### config.mk
export PLATFORM = sky130hd
export DESIGN_NAME = point_in_polygon_test_top
export DESIGN_NICKNAME = d
export VERILOG_FILES = /design/src/pipt_pkg.sv /design/src/point_in_polygon_test_top.sv
export SDC_FILE = /design/constraint.sdc
export NUM_CORES = 2
export LEC_CHECK = 0
export BUFFER_PORTS_ARGS = -buffer_cell sky130_fd_sc_hd__buf_2
export CORE_ASPECT_RATIO = 0.9
export CORE_MARGIN = 4
export CORE_UTILIZATION = 35
export CTS_CLUSTER_DIAMETER = 30
export DETAILED_ROUTE_END_ITERATION = 8
export SYNTH_ARGS = -nofsm -noshare
export SYNTH_HDL_FRONTEND = slang
export SYNTH_SLANG_ARGS = --single-unit
### constraint.sdc
create_clock -name clk -period 7.4 [get_ports clk]
set_input_delay 0.74 -clock clk [delete_from_list [all_inputs] [get_ports clk]]
set_output_delay 0.74 -clock clk [all_outputs]
set_load 0.03 [all_outputs]
### src/pipt_pkg.sv
// ----------------------------------------------------------------------------
// pipt_pkg
// Shared constants for the point-in-polygon test block.
// ----------------------------------------------------------------------------
package pipt_pkg;

    localparam int MAX_VERTICES_DEF = 16;
    localparam int COORD_BITS_DEF   = 16;

    localparam int COUNT_W = 5;
    localparam int INDEX_W = 4;

    localparam logic [COUNT_W-1:0] VERTEX_COUNT_RST = 5'd2;

    localparam logic CMD_LOAD  = 1'b0;
    localparam logic CMD_QUERY = 1'b1;

endpackage

### src/point_in_polygon_test_top.sv
// ----------------------------------------------------------------------------
// point_in_polygon_test_top
// Even-odd ray-casting point-in-polygon test over a stored vertex list.
// ----------------------------------------------------------------------------
// Load item: written to the vertex memory at accept, no result.
// Query item with n effective vertices: one vertex memory read per cycle,
// then a 3-stage diff/multiply/compare pipe, then the result is registered;
// for n below 2 there are no reads and the result is registered directly.
// One item at a time: a load every cycle while idle; a query holds off
// new items until its result is registered; a held result stalls the next query.
// Reset: vertex_count = 2, pipeline and output empty, vertex memory undefined.
// ----------------------------------------------------------------------------
module point_in_polygon_test_top #(
    parameter int MAX_VERTICES = pipt_pkg::MAX_VERTICES_DEF,
    parameter int COORD_BITS   = pipt_pkg::COORD_BITS_DEF
) (
    input  logic                             clk,
    input  logic                             rst_n,

    input  logic                             cfg_we,
    input  logic [pipt_pkg::COUNT_W-1:0]     cfg_data,

    input  logic                             in_valid,
    output logic                             in_ready,
    input  logic                             cmd,
    input  logic [pipt_pkg::INDEX_W-1:0]     vertex_index,
    input  logic signed [COORD_BITS-1:0]     coord_x,
    input  logic signed [COORD_BITS-1:0]     coord_y,

    output logic                             out_valid,
    input  logic                             out_ready,
    output logic                             inside_res
);

    localparam int AW    = (MAX_VERTICES > 1) ? $clog2(MAX_VERTICES) : 1;
    localparam int CNT_W = $clog2(MAX_VERTICES + 1);
    localparam int DW    = COORD_BITS + 1;
    localparam int PW    = 2 * DW;

    typedef enum logic [3:0] {
        ST_IDLE   = 4'b0001,
        ST_RUN    = 4'b0010,
        ST_DRAIN  = 4'b0100,
        ST_FINISH = 4'b1000
    } state_t;

    state_t state_reg, state_next;

    logic [pipt_pkg::COUNT_W-1:0] vcount_reg;

    logic [2*COORD_BITS-1:0] mem [MAX_VERTICES];
    logic [2*COORD_BITS-1:0] mem_q_reg;

    logic                          in_fire;
    logic                          wr_en;
    logic                          rd_en;
    logic [AW-1:0]                 rd_addr_reg, rd_addr_next;
    logic [AW-1:0]                 last_addr_reg, last_addr_next;
    logic [CNT_W-1:0]              n_eff;

    logic signed [COORD_BITS-1:0]  px_reg, py_reg;
    logic signed [COORD_BITS-1:0]  prev_x_reg, prev_y_reg;
    logic signed [COORD_BITS-1:0]  cur_x, cur_y;

    logic                          rv_reg, rfirst_reg;

    logic                          s1_v_reg, s1_cross_reg, s1_up_reg;
    logic signed [DW-1:0]          s1_dpx_reg, s1_dy_reg, s1_dpy_reg, s1_dx_reg;

    logic                          s2_v_reg, s2_cross_reg, s2_up_reg;
    logic signed [PW-1:0]          s2_a_reg, s2_b_reg;
    logic                          s2_hit;

    logic                          parity_reg;
    logic                          out_valid_reg, inside_reg;
    logic                          pipe_empty;

    assign in_ready   = (state_reg == ST_IDLE);
    assign in_fire    = in_valid && in_ready;
    assign out_valid  = out_valid_reg;
    assign inside_res = inside_reg;

    assign wr_en = in_fire && (cmd == pipt_pkg::CMD_LOAD)
                   && (int'(vertex_index) < MAX_VERTICES);
    assign rd_en = (state_reg == ST_RUN);

    assign n_eff = (int'(vcount_reg) > MAX_VERTICES) ? CNT_W'(MAX_VERTICES)
                                                     : CNT_W'(vcount_reg);

    assign cur_x = mem_q_reg[COORD_BITS-1:0];
    assign cur_y = mem_q_reg[2*COORD_BITS-1:COORD_BITS];

    assign pipe_empty = !rv_reg && !s1_v_reg && !s2_v_reg;

    // vertex memory, entry = {y, x}
    always_ff @(posedge clk)
    begin
        if (wr_en)
        begin
            mem[AW'(vertex_index)] <= {coord_y, coord_x};
        end
        if (rd_en)
        begin
            mem_q_reg <= mem[rd_addr_reg];
        end
    end

    always_comb
    begin
        state_next     = state_reg;
        rd_addr_next   = rd_addr_reg;
        last_addr_next = last_addr_reg;
        unique case (state_reg)
            ST_IDLE:
            begin
                if (in_fire && (cmd == pipt_pkg::CMD_QUERY))
                begin
                    rd_addr_next = '0;
                    if (n_eff < CNT_W'(2))
                    begin
                        state_next = ST_FINISH;
                    end
                    else
                    begin
                        last_addr_next = AW'(n_eff - CNT_W'(1));
                        state_next     = ST_RUN;
                    end
                end
            end
            ST_RUN:
            begin
                if (rd_addr_reg == last_addr_reg)
                begin
                    state_next = ST_DRAIN;
                end
                else
                begin
                    rd_addr_next = rd_addr_reg + AW'(1);
                end
            end
            ST_DRAIN:
            begin
                if (pipe_empty)
                begin
                    state_next = ST_FINISH;
                end
            end
            ST_FINISH:
            begin
                if (!out_valid_reg || out_ready)
                begin
                    state_next = ST_IDLE;
                end
            end
            default:
            begin
                state_next = ST_IDLE;
            end
        endcase
    end

    always_ff @(posedge clk or negedge rst_n)
    begin
        if (!rst_n)
        begin
            state_reg     <= ST_IDLE;
            vcount_reg    <= pipt_pkg::VERTEX_COUNT_RST;
            rv_reg        <= 1'b0;
            s1_v_reg      <= 1'b0;
            s2_v_reg      <= 1'b0;
            parity_reg    <= 1'b0;
            out_valid_reg <= 1'b0;
            rd_addr_reg   <= '0;
            last_addr_reg <= '0;
        end
        else
        begin
            state_reg     <= state_next;
            rd_addr_reg   <= rd_addr_next;
            last_addr_reg <= last_addr_next;
            rv_reg        <= rd_en;
            s1_v_reg      <= rv_reg && !rfirst_reg;
            s2_v_reg      <= s1_v_reg;

            if (cfg_we)
            begin
                vcount_reg <= cfg_data;
            end

            if (in_fire && (cmd == pipt_pkg::CMD_QUERY))
            begin
                parity_reg <= 1'b0;
            end
            else if (s2_v_reg && s2_hit)
            begin
                parity_reg <= !parity_reg;
            end

            if ((state_reg == ST_FINISH) && (!out_valid_reg || out_ready))
            begin
                out_valid_reg <= 1'b1;
            end
            else if (out_ready)
            begin
                out_valid_reg <= 1'b0;
            end
        end
    end

    // datapath: diff stage, multiply stage, compare
    always_ff @(posedge clk)
    begin
        if (in_fire)
        begin
            px_reg <= coord_x;
            py_reg <= coord_y;
        end
        if (rd_en)
        begin
            rfirst_reg <= (rd_addr_reg == '0);
        end
        if (rv_reg)
        begin
            prev_x_reg   <= cur_x;
            prev_y_reg   <= cur_y;
            s1_cross_reg <= (prev_y_reg > py_reg) != (cur_y > py_reg);
            s1_up_reg    <= cur_y > prev_y_reg;
            s1_dpx_reg   <= DW'(px_reg) - DW'(prev_x_reg);
            s1_dy_reg    <= DW'(cur_y)  - DW'(prev_y_reg);
            s1_dpy_reg   <= DW'(py_reg) - DW'(prev_y_reg);
            s1_dx_reg    <= DW'(cur_x)  - DW'(prev_x_reg);
        end
        s2_cross_reg <= s1_cross_reg;
        s2_up_reg    <= s1_up_reg;
        s2_a_reg     <= PW'(s1_dpx_reg) * PW'(s1_dy_reg);
        s2_b_reg     <= PW'(s1_dpy_reg) * PW'(s1_dx_reg);
        if ((state_reg == ST_FINISH) && (!out_valid_reg || out_ready))
        begin
            inside_reg <= parity_reg;
        end
    end

    assign s2_hit = s2_cross_reg && (s2_up_reg ? (s2_a_reg > s2_b_reg)
                                               : (s2_b_reg > s2_a_reg));

    // ------------------------------------------------------------------------
    a_idle_pipe_empty: assert property (@(posedge clk) disable iff (!rst_n)
        (state_reg == ST_IDLE) |-> pipe_empty)
        else $error("edge pipeline busy while idle");

    a_finish_pipe_empty: assert property (@(posedge clk) disable iff (!rst_n)
        (state_reg == ST_FINISH) |-> pipe_empty)
        else $error("result taken before last edge retired");

    a_read_in_range: assert property (@(posedge clk) disable iff (!rst_n)
        rd_en |-> (rd_addr_reg <= last_addr_reg))
        else $error("vertex read past last vertex");

    a_drain_from_run: assert property (@(posedge clk) disable iff (!rst_n)
        (state_reg == ST_DRAIN) |->
            ($past(state_reg) == ST_RUN || $past(state_reg) == ST_DRAIN))
        else $error("drain entered without a read sweep");

    a_no_write_busy: assert property (@(posedge clk) disable iff (!rst_n)
        wr_en |-> (state_reg == ST_IDLE) && pipe_empty)
        else $error("vertex write during a query");

endmodule

==> results.json <==
{
  "netlist_area_um2": 52660,
  "coreArea_um2": 148900,
  "grt_pass1_wl_um": 193000,
  "drive_gt1_share_pct": 13.08,
  "yosysMostFrequentCell": "inv_1",
  "rows": 134,
  "areaGrowthSynthToFinish_pct": 14.80,
  "worst_setup_path_end_kind": "flop",
  "crit_slowest_cell": "edfxtp_1",
  "setup_ws_ps": 684.8,
  "worstMarginPinSlew_ps": 938.8,
  "grt_max_degree": 133,
  "r2r_slack_ps": 680,
  "hold_path.class": "in -> reg",
  "fill_cells": 13830,
  "initial_core_util_pct": 35.37,
  "hpwl_um": 85880,
  "dr.pass1.iters": 5,
  "power.density_nw_per_um2": 460.2,
  "syn-num-nets": 4975,
  "swShare_pct": 41.11,
  "largest_reg_flops": 512,
  "clock.fmax_mhz": 148.9,
  "syn_inst": 4043,
  "dieArea_um2": 156700,
  "grt_pass1_vias": 32880,
  "pin_count": 50,
  "post-route-drc-count": 0,
  "path_cells": "nand2_1 > fa_1 > inv_1 > fa_1 > inv_1 > fa_1 > inv_1 > fa_1 > fa_1 > inv_1 > fa_1 > inv_1 > ha_1 > o21ai_1 > a21oi_1 > a32o_1 > a21oi_2 > o31ai_1 > a221o_1 > a21oi_2 > o21ai_1 > xnor2_1",
  "r2r-start": "s1_dx_reg[9]$_DFFE_PP_",
  "ys.warnings.count": 0,
  "critPathTopFamily": "adder cells",
  "antenna_found_initial": 15,
  "cts-buffers-inserted": 141,
  "wl_per_cell_um": 19.64,
  "synth_flop_cell": "edfxtp_1",
  "via_per_inst": 4.900,
  "drtIter0Drc": 2153,
  "setup_tns_ps": 0,
  "finalClockSkew_ps": 89.38,
  "start_kind": "flop",
  "synthArstFlopShare_pct": 2.850,
  "status": "complete, no violations",
  "worst-endpoint-required_ps": 8000,
  "max-cap-violations": 0,
  "yosysSeqAreaShare_pct": 42.49,
  "hold_viol_final": 0,
  "ys_top_cells_by_count": "inv_1, edfxtp_1, fa_1",
  "routed_wl_um": 123200,
  "finalCriticalPeriod_ps": 6715,
  "die_h_um": 376.0,
  "worstRegToRegCells": 22,
  "internal_power_mw": 16.38,
  "gp_congestion": 0.8582,
  "drtAntennaViolNets": 0,
  "cts_tree": "built",
  "io_buffers": 49,
  "min_to": "vcount_reg[0]$_DFFE_PN0P_",
  "root_buffer": "clkbuf_16",
  "layout.nets": 5114,
  "cp_max_fo": 17,
  "critPathArrivalTime_ps": 7320,
  "worstHoldPathCells": 2,
  "cts.path.max_buffers": 3,
  "path_buf_inv": 5,
  "clock-sinks": 772,
  "htreeDepth": 4,
  "slew_violations": 0,
  "finalSetupViolations": 0,
  "share_comb_of_total_power_pct": 56.8,
  "slowest_delay_ps": 790,
  "worstSetupPathType": "reg -> reg",
  "synth_edf_count": 680,
  "slew_headroom_pct": 37.41,
  "synth_cell_types": 83,
  "min_period_over_period_pct": 90.75,
  "die_x_um": 416.9,
  "synth_top_cell_by_area": "edfxtp_1",
  "cts.clk_slew.worst_paths_ps": 50,
  "seqPwrFrac_pct": 20.1,
  "yosysTopAreaCellShare_pct": 38.77,
  "power.leakage_nw": 24.82,
  "insertion_delay_ps": 760,
  "ys_top_cells_by_area": "edfxtp_1, fa_1, ha_1",
  "pre_cts_ws_ps": 808.0,
  "p_sw_mw": 11.44,
  "cp_common_cell": "fa_1",
  "p_clk_share_pct": 23.1,
  "ir_drop_mv": 0.6897,
  "rsz0062_at_grt": "no",
  "hp-start": "cfg_data[0]",
  "grt_overflow_total": 0,
  "avgSynthCellArea_um2": 13.03,
  "grt_use_total_pct": 16.06,
  "r2r_end": "s2_b_reg[33]$_DFF_P_",
  "ys_seq_elements": 772,
  "vias": 30730
}
-- stage by stage --
| step | hold WS, ps | util (%) | cells | total power, mW | instance area [um^2] |
|---|---|---|---|---|---|
| 3_5_place_dp | 361.6 | 37.31 | 6010 | 21.52 | 55550 |
| 5_1_grt | 189.1 | 40.60 | 6268 | 30.34 | 60450 |
| 3_3_place_gp | 331.3 | 37.31 | 6010 | 21.40 | 55550 |
| 2_1_floorplan | 323.3 | - | 4043 | 17.80 | 52660 |
| 6_report | 212.0 | 40.61 | 6271 | 27.82 | 60450 |
| 4_1_cts | 160.8 | 40.60 | 6268 | 28.16 | 60450 |
-- power groups by stage --
stage / Clock, mW / Sequential [mW] / Combinational [mW]
2_1_floorplan: 0 / 5.52 / 12.3
3_3_place_gp: 0 / 5.67 / 15.7
3_5_place_dp: 0 / 5.68 / 15.8
4_1_cts: 6.56 / 5.60 / 16.0
5_1_grt: 6.80 / 5.63 / 17.9
6_report: 6.43 / 5.59 / 15.8
-- cell usage in the layout, fill, tap and decap left out, types with 8 or more instances in the layout --
cell type   count
clkbuf_1       11
buf_2          49
clkinv_1       17
and2_1        281
inv_1         727
mux4_2        160
inv_6          12
a211oi_1        8
a31oi_1         8
a21o_1         27
nand2b_1       26
xor2_1         23
o21a_1         23
a21oi_1        99
and3_1         11
clkbuf_16     141
xnor2_1        97
nand2_1       344
nand4_1        18
o21bai_1       12
dfxtp_1        70
o211ai_1       10
o21ai_1        12
nor2_1        115
clkinv_2       20
buf_4          59
edfxtp_1      680
ha_1          289
o21ai_0        47
clkinv_16      12
dfrtp_1        15
bufinv_16      13
clkinvlp_4     13
nand3_1        26
fa_1          596
nor2_4         12
clkinv_4       11
nor3_1         34
nor2b_1        26
-- what timing repair did --
item	in CTS	in global routing
resized for setup	0	0
buffers inserted	0	0
endpoints found under the hold margin	20	0
hold buffers	1	0
-- kinds of logic after synthesis --
| group | synth area share (%) |
|---|---|
| XOR/XNOR | 1.996 |
| buffers and inverters | 6.018 |
| multiplexers | 7.009 |
| flip-flops | 42.49 |
| AO/OA/AOI/OAI | 4.106 |
| AND/OR/NAND/NOR | 8.862 |
| adder cells (fa/ha/maj) | 29.52 |
-- routing by layer --
| metal | track usage, % | vias to the layer above | routed length (um) |
|---|---|---|---|
| li1 | - | 13830 | - |
| met1 | 21.90 | 15950 | 54260 |
| met2 | 26.11 | 749 | 58820 |
| met3 | 3.290 | 182 | 7163 |
| met4 | 4.537 | 10 | 2874 |
| met5 | 0 | - | 69 |
-- final cells by class --
| class | instances | area (um^2) | area share, % |
|---|---|---|---|
| diodes | 3 | 7.507 | 0.01242 |
| clock buffers | 154 | 3597 | 5.950 |
| clock inverters | 103 | 1292 | 2.138 |
| inverters | 727 | 2729 | 4.514 |
| multi-input cells | 2429 | 27230 | 45.05 |
| flip-flops and latches | 772 | 22390 | 37.03 |
| well taps | 1972 | 2467 | 4.081 |
| repair buffers | 111 | 738.2 | 1.221 |
-- how the worst max path moves through the flow --
stage                                         from                    to  slack, ps  cells after the start
final                       s1_dx_reg[9]$_DFFE_PP_  s2_b_reg[33]$_DFF_P_        680                     22
after global routing        s1_dx_reg[9]$_DFFE_PP_  s2_b_reg[33]$_DFF_P_        340                     22
after detailed placement  s1_dpx_reg[16]$_DFFE_PP_  s2_a_reg[33]$_DFF_P_        810                     20
after global placement    s1_dpx_reg[16]$_DFFE_PP_  s2_a_reg[33]$_DFF_P_        930                     20
after floorplan           s1_dpy_reg[16]$_DFFE_PP_  s2_b_reg[32]$_DFF_P_       1290                     21
after CTS                   s1_dx_reg[9]$_DFFE_PP_  s2_b_reg[33]$_DFF_P_        720                     22
No activity file was read; power rests on OpenSTA's default activity.
